===== src/sv/fmpc_pkg.sv =====
`default_nettype none

package fmpc_pkg;

  // Default width of the millisecond time base
  localparam int unsigned TIME_BITS_DEF = 32;

  // Debounce and count qualification windows, in ms
  localparam int unsigned DEBOUNCE_MS  = 50;
  localparam int unsigned COUNT_MS     = 500;
  localparam int unsigned MS_PER_MIN   = 60000;
  localparam int unsigned NO_MIN_LIMIT = 10000000;

  localparam int unsigned CFG_IDX_W  = 1;
  localparam int unsigned CFG_DATA_W = 16;

  // Register indexes
  localparam logic [CFG_IDX_W-1:0] REG_VOL_PER_TICK = 1'd0;
  localparam logic [CFG_IDX_W-1:0] REG_MIN_FLOW     = 1'd1;

  localparam logic [15:0] VOL_PER_TICK_RST = 16'd1000;
  localparam logic [15:0] MIN_FLOW_RST     = 16'd100;

  // Input item codes
  localparam logic CMD_TICK    = 1'b0;
  localparam logic CMD_IMPULSE = 1'b1;

  typedef struct packed {
    logic cmd;
    logic pin_level;
  } fmpc_in_t;

  typedef struct packed {
    logic [47:0] total_volume;
    logic [31:0] flow_rate;
    logic        volume_updated;
    logic        flow_updated;
  } fmpc_out_t;

endpackage

`default_nettype wire


===== src/sv/flow_meter_pulse_counter.sv =====
`default_nettype none

// Channel  | Direction | Handshake                  | Payload
// ---------+-----------+----------------------------+-------------------------
// in       | input     | in_valid_i / in_ready_o    | in_data_i  (fmpc_in_t)
// out      | output    | out_valid_o / out_ready_i  | out_data_o (fmpc_out_t)
// cfg      | input     | cfg_we_i (no wait)         | cfg_idx_i, cfg_data_i
//
// An impulse goes from transfer to S_DONE. A tick passes S_EVAL, then S_DIV when
// a counted pulse recomputes the flow, then S_LMUL, S_LCMP and S_DONE. S_DIV is
// the one-bit-per-cycle restoring divider. in_ready_o is high only
// while the sequencer is idle. The result register frees the sequencer: a new
// item is taken while the previous result waits for out_ready_i, and the
// sequencer holds in its final state only if that register is still full.
// Reset clears all meter state and loads the register defaults; there is no
// clearing pass.

module flow_meter_pulse_counter #(
  parameter int unsigned TIME_BITS = fmpc_pkg::TIME_BITS_DEF
) (
  input  wire                                    clk_i,
  input  wire                                    rst_ni,
  input  wire                                    in_valid_i,
  output logic                                   in_ready_o,
  input  wire  fmpc_pkg::fmpc_in_t               in_data_i,
  output logic                                   out_valid_o,
  input  wire                                    out_ready_i,
  output fmpc_pkg::fmpc_out_t                    out_data_o,
  input  wire                                    cfg_we_i,
  input  wire  [fmpc_pkg::CFG_IDX_W-1:0]         cfg_idx_i,
  input  wire  [fmpc_pkg::CFG_DATA_W-1:0]        cfg_data_i
);

  import fmpc_pkg::*;

  // Wide enough to hold the time base and any 32-bit value
  localparam int unsigned WB = (TIME_BITS > 32) ? TIME_BITS : 32;

  localparam logic [2:0] S_IDLE = 3'd0;
  localparam logic [2:0] S_EVAL = 3'd1;  // qualify the pending impulse
  localparam logic [2:0] S_DIV  = 3'd2;  // flow = product / interval
  localparam logic [2:0] S_LMUL = 3'd3;  // zero flow limit, multiply
  localparam logic [2:0] S_LCMP = 3'd4;  // zero flow limit, compare
  localparam logic [2:0] S_DONE = 3'd5;  // load the result register

  logic [2:0]           state_q, state_d;

  // Configuration
  logic [15:0]          vpt_q, min_flow_q;

  // Meter state
  logic [TIME_BITS-1:0] now_q, imp_time_q, last_cnt_q;
  logic                 pending_q, count_seen_q;
  logic [47:0]          total_q;
  logic [31:0]          flow_q;

  // Per-item status
  logic                 pin_q, vol_upd_q, flow_upd_q;

  // Restoring divider for the flow
  logic [TIME_BITS-1:0] dvs_q, rem_q;
  logic [31:0]          num_q;
  logic [4:0]           div_cnt_q;

  // Zero flow limit product
  logic [48:0]          lim_prod_q;

  // Result register
  logic                 out_valid_q;
  fmpc_out_t            out_data_q;

  logic [31:0]          prod;
  logic [TIME_BITS-1:0] span, dt;
  logic [WB-1:0]        span_w;
  logic [31:0]          span32;
  logic [48:0]          vol_sum;
  logic [TIME_BITS:0]   rem_sh;
  logic                 div_ge;
  logic                 lim_hit;
  logic                 load_out;
  logic                 in_fire;

  assign in_ready_o  = (state_q == S_IDLE);
  assign in_fire     = in_valid_i && in_ready_o;
  assign out_valid_o = out_valid_q;
  assign out_data_o  = out_data_q;
  assign load_out    = (state_q == S_DONE) && (!out_valid_q || out_ready_i);

  // Pulse volume times ms per minute; always below 2^32
  assign prod = 32'(vpt_q) * 32'(MS_PER_MIN);

  // Elapsed times wrap with the time base
  assign span = now_q - imp_time_q;
  assign dt   = now_q - last_cnt_q;

  // Clamp elapsed time to 32 bits; every limit is below 2^32 - 1
  assign span_w = WB'(span);
  assign span32 = (span_w > WB'(32'hFFFF_FFFF)) ? 32'hFFFF_FFFF : span_w[31:0];

  assign vol_sum = {1'b0, total_q} + 49'(vpt_q);

  // One restoring step: shift in the next numerator bit, subtract if it fits
  assign rem_sh = {rem_q, num_q[31]};
  assign div_ge = (rem_sh >= {1'b0, dvs_q});

  // Elapsed >= floor(P / m) is the same as P < (elapsed + 1) * m
  always_comb begin
    if (min_flow_q == 16'd0) begin
      lim_hit = (span32 >= 32'(NO_MIN_LIMIT));
    end else begin
      lim_hit = (49'(prod) < lim_prod_q);
    end
  end

  always_comb begin
    state_d = state_q;
    case (state_q)
      S_IDLE: begin
        if (in_fire) begin
          state_d = (in_data_i.cmd == CMD_IMPULSE) ? S_DONE : S_EVAL;
        end
      end
      S_EVAL: begin
        state_d = S_LMUL;
        if (pending_q && (span >= TIME_BITS'(DEBOUNCE_MS)) && pin_q &&
            (span >= TIME_BITS'(COUNT_MS)) && count_seen_q &&
            (dt != '0)) begin
          state_d = S_DIV;
        end
      end
      S_DIV: begin
        if (div_cnt_q == 5'd0) begin
          state_d = S_LMUL;
        end
      end
      S_LMUL: state_d = S_LCMP;
      S_LCMP: state_d = S_DONE;
      S_DONE: begin
        if (load_out) begin
          state_d = S_IDLE;
        end
      end
      default: state_d = S_IDLE;
    endcase
  end

  always_ff @(posedge clk_i or negedge rst_ni) begin
    if (!rst_ni) begin
      state_q      <= S_IDLE;
      vpt_q        <= VOL_PER_TICK_RST;
      min_flow_q   <= MIN_FLOW_RST;
      now_q        <= '0;
      imp_time_q   <= '0;
      last_cnt_q   <= '0;
      pending_q    <= 1'b0;
      count_seen_q <= 1'b0;
      total_q      <= '0;
      flow_q       <= '0;
      vol_upd_q    <= 1'b0;
      flow_upd_q   <= 1'b0;
      out_valid_q  <= 1'b0;
    end else begin
      state_q <= state_d;

      if (cfg_we_i) begin
        case (cfg_idx_i)
          REG_VOL_PER_TICK: vpt_q      <= cfg_data_i;
          REG_MIN_FLOW:     min_flow_q <= cfg_data_i;
          default: ;
        endcase
      end

      case (state_q)
        S_IDLE: begin
          if (in_fire) begin
            vol_upd_q  <= 1'b0;
            flow_upd_q <= 1'b0;
            if (in_data_i.cmd == CMD_IMPULSE) begin
              // Latch the time; a new impulse re-latches it
              imp_time_q <= now_q;
              pending_q  <= 1'b1;
            end else begin
              now_q <= now_q + TIME_BITS'(1);
            end
          end
        end
        S_EVAL: begin
          if (pending_q && (span >= TIME_BITS'(DEBOUNCE_MS)) && pin_q) begin
            pending_q <= 1'b0;
            if (span >= TIME_BITS'(COUNT_MS)) begin
              // Count the pulse, saturate the total
              total_q    <= vol_sum[48] ? '1 : vol_sum[47:0];
              vol_upd_q  <= 1'b1;
              last_cnt_q <= now_q;
              if (!count_seen_q) begin
                count_seen_q <= 1'b1;
              end else if (dt == '0) begin
                flow_q     <= '1;
                flow_upd_q <= 1'b1;
              end
            end
          end
        end
        S_DIV: begin
          if (div_cnt_q == 5'd0) begin
            flow_q     <= {num_q[30:0], div_ge};
            flow_upd_q <= 1'b1;
          end
        end
        S_LCMP: begin
          // Drop the flow once the impulse gap reaches the limit
          if ((flow_q != '0) && lim_hit) begin
            flow_q     <= '0;
            flow_upd_q <= 1'b1;
          end
        end
        default: ;
      endcase

      if (out_valid_q && out_ready_i) begin
        out_valid_q <= 1'b0;
      end
      if (load_out) begin
        out_valid_q <= 1'b1;
      end
    end
  end

  // Datapath registers, no reset needed
  always_ff @(posedge clk_i) begin
    if (in_fire) begin
      pin_q <= in_data_i.pin_level;
    end

    case (state_q)
      S_EVAL: begin
        num_q     <= prod;
        dvs_q     <= dt;
        rem_q     <= '0;
        div_cnt_q <= 5'd31;
      end
      S_DIV: begin
        num_q     <= {num_q[30:0], div_ge};
        rem_q     <= div_ge ? TIME_BITS'(rem_sh - {1'b0, dvs_q}) : rem_sh[TIME_BITS-1:0];
        div_cnt_q <= div_cnt_q - 5'd1;
      end
      S_LMUL: begin
        lim_prod_q <= 49'({1'b0, span32} + 33'd1) * 49'(min_flow_q);
      end
      default: ;
    endcase

    if (load_out) begin
      out_data_q.total_volume   <= total_q;
      out_data_q.flow_rate      <= flow_q;
      out_data_q.volume_updated <= vol_upd_q;
      out_data_q.flow_updated   <= flow_upd_q;
    end
  end

endmodule

`default_nettype wire


===== config.mk =====
export PLATFORM = sky130hd
export DESIGN_NAME = flow_meter_pulse_counter
export DESIGN_NICKNAME = d
export VERILOG_FILES = /design/src/sv/fmpc_pkg.sv /design/src/sv/flow_meter_pulse_counter.sv
export SDC_FILE = /design/constraint.sdc
export NUM_CORES = 2
export LEC_CHECK = 0
export ABC_AREA = 1
export BUFFER_PORTS_ARGS = -buffer_cell sky130_fd_sc_hd__clkbuf_2
export CAP_MARGIN = 10
export CORE_AREA = 2 2 284 286
export DETAILED_ROUTE_END_ITERATION = 16
export DIE_AREA = 0 0 286 288
export GPL_ROUTABILITY_DRIVEN = 0
export PLACE_DENSITY = 0.77
export SLEW_MARGIN = 0
export SYNTH_ARGS = -nofsm -noshare
export SYNTH_HDL_FRONTEND = slang
export SYNTH_SLANG_ARGS = --single-unit

===== constraint.sdc =====
create_clock -name clk_i -period 14 [get_ports clk_i]
set_input_delay 2.1 -clock clk_i [delete_from_list [all_inputs] [get_ports clk_i]]
set_output_delay 2.1 -clock clk_i [all_outputs]
set_load 0.01 [all_outputs]

==> flow_summary.json <==
{
  "start_util": 0.601,
  "final.min_clock_period_ns": 9.48,
  "drc": 0,
  "status": "finished clean",
  "ys_top_cells_by_count": "nand2_1 (1657), inv_1 (1264), nor2_1 (515)",
  "synth.most_common_cell": "nand2_1",
  "setup_viol": 0,
  "cp.buffers_inverters": 9,
  "io_pins": 108,
  "synth_top_area_frac": 0.208,
  "crit_type": "register to register",
  "htreeDepth": 2,
  "fillers": 6861,
  "cpLargestDelayFamily": "adder cells",
  "grt_max_degree": 98,
  "cp_data_arrival_time_ns": 9.81,
  "synth_edf_count": 233,
  "relSlewSlack": 0.320,
  "syn-num-nets": 7033,
  "drive_gt1_frac": 0.0501,
  "cts_buffers": 45,
  "rsz0062_at_grt": "no",
  "max_freq_mhz": 106,
  "worst_setup_path_start_kind": "register",
  "antenna_found_initial": 0,
  "clock_skew_ns": 0.0358,
  "synth_flop_cell": "edfxtp_1",
  "grt_pass1_wl_mm": 212,
  "slew_viol_final": 0,
  "clock_latency_ns": 0.61,
  "clockBufferDepth": 3,
  "num_vias": 41200,
  "max-cap-violations": 0,
  "cts-root-buf": "clkbuf_16",
  "critPathRequiredTime_ns": 14.33,
  "worstPathMaxFanout": 10,
  "synth_cell_types": 61,
  "finalNetCount": 7072,
  "core_um2": 79600,
  "synth_area_per_cell_um2": 7.75,
  "ant_nets": 0,
  "die_area_um2": 82400,
  "worst_pin_slew_ns": 1.02,
  "max_stage_delay_ns": 0.57,
  "hpwl_mm": 103,
  "yosys.area.top_type": "fa_1",
  "diodes": 0,
  "synth_area_um2": 47900,
  "grt_pass1_vias": 40900,
  "fin_setup_tns_ns": 0,
  "crit_path_end_kind": "register",
  "ys_ff_latch": 449,
  "port_buffers": 107,
  "via_per_inst": 5.64,
  "hold_path.class": "register to register",
  "first_pass_iters": 6,
  "drt-total-wl_mm": 132,
  "hold_viol": 0,
  "ys_async_sr_fraction": 0.481,
  "yosysSeqAreaShare": 0.259,
  "finalCritPeriodShare": 0.677,
  "synthTopCellsByArea": "fa_1 (21%), edfxtp_1 (15%), nand2_1 (13%), dfrtp_1 (11%), inv_1 (9.9%)",
  "grt_overflow": 0,
  "cts_tree": "yes",
  "wl_per_cell_um": 18.0,
  "cts_resized": 0,
  "cts_num_sinks": 449,
  "drt_first_iter_violations": 4261,
  "syn2layout_area_growth_pct": 6.39,
  "clk_pin_slew_worst_paths_ns": 0.06,
  "slowest_stage": "clkinv_1",
  "hold_buffers": 0,
  "gr-usage-all-layers": 0.324,
  "chipWidth_um": 286,
  "post_cts_buffers": 0,
  "rows": 104,
  "syn_inst": 6174,
  "ys_warn_count": 0,
  "fp.dieH_um": 288
}
final cells by class:
| type | count | area [µm²] | area share |
|---|---|---|---|
| flip-flops and latches | 449 | 12400 | 0.244 |
| inverters | 1280 | 4800 | 0.0944 |
| multi-input cells | 4302 | 30000 | 0.590 |
| clock buffers | 58 | 1300 | 0.0256 |
| well taps | 1060 | 1330 | 0.0261 |
| repair buffers | 135 | 756 | 0.0148 |
| clock inverters | 25 | 264 | 0.00519 |
per-layer routing:
metal	vias up	routed length (µm)	track usage	share of wire
met3	413	12200	0.0565	0.093
met1	19600	52700	0.430	0.40
met2	2116	60700	0.529	0.46
met5	-	0	0	0
met4	0	5910	0.132	0.045
li1	19200	-	-	-
kinds of logic after synthesis:
kind of cell | count (synthesis) | synth area share
flops | 449 | 0.259
fa+ha+maj | 835 | 0.296
simple gates | 2636 | 0.226
compound gates | 668 | 0.0742
buf+inv | 1423 | 0.114
xor+xnor | 163 | 0.0300
layout by cell type (no fill, tap or decap), types with 200 or more instances in the layout:
cell	instances
a21oi_1	249
dfrtp_1	207
edfxtp_1	233
fa_1	497
ha_1	338
inv_1	1263
nand2_1	1657
nand3_1	200
nor2_1	511
o21ai_0	310
final timing paths:
kind / start / end / slack [ns] / cells past startpoint
hold reg to reg: vol_upd_q / out_data_o[1] / 0.47 / 0
max in group asynchronous: rst_ni / min_flow_q[4] / 10.27 / 3
setup reg to reg: now_q[0] / lim_prod_q[48] / 4.52 / 36
hold / removal: vol_upd_q / out_data_o[1] / 0.47 / 0
min in group asynchronous: rst_ni / last_cnt_q[9] / 1.52 / 1
setup / recovery: now_q[0] / lim_prod_q[48] / 4.52 / 36
through the flow:
step	std cells	worst slack, ns	utilization	hold slack (ns)	cell area (µm²)
after detailed placement	7226	4.85	0.620	0.445	49300
after floorplan	6174	6.07	-	0.425	47900
after global routing	7309	3.98	0.639	0.465	50900
after CTS	7309	4.77	0.639	0.462	50900
final	7309	4.52	0.639	0.466	50900
after global placement	7226	4.94	0.620	0.443	49300
flip-flops by register name, summed over array words and instances, names as in the netlist, 3 cells and up:
register	flops
div_cnt_q	5
dvs_q	32
flow_q	32
imp_time_q	32
last_cnt_q	32
lim_prod_q	49
min_flow_q	16
now_q	32
num_q	32
out_data_o	82
rem_q	32
state_q	3
total_q	48
vpt_q	16
Power is not shown: default switching activity piles up to over one toggle a cycle in this logic, so the estimate is an artifact.
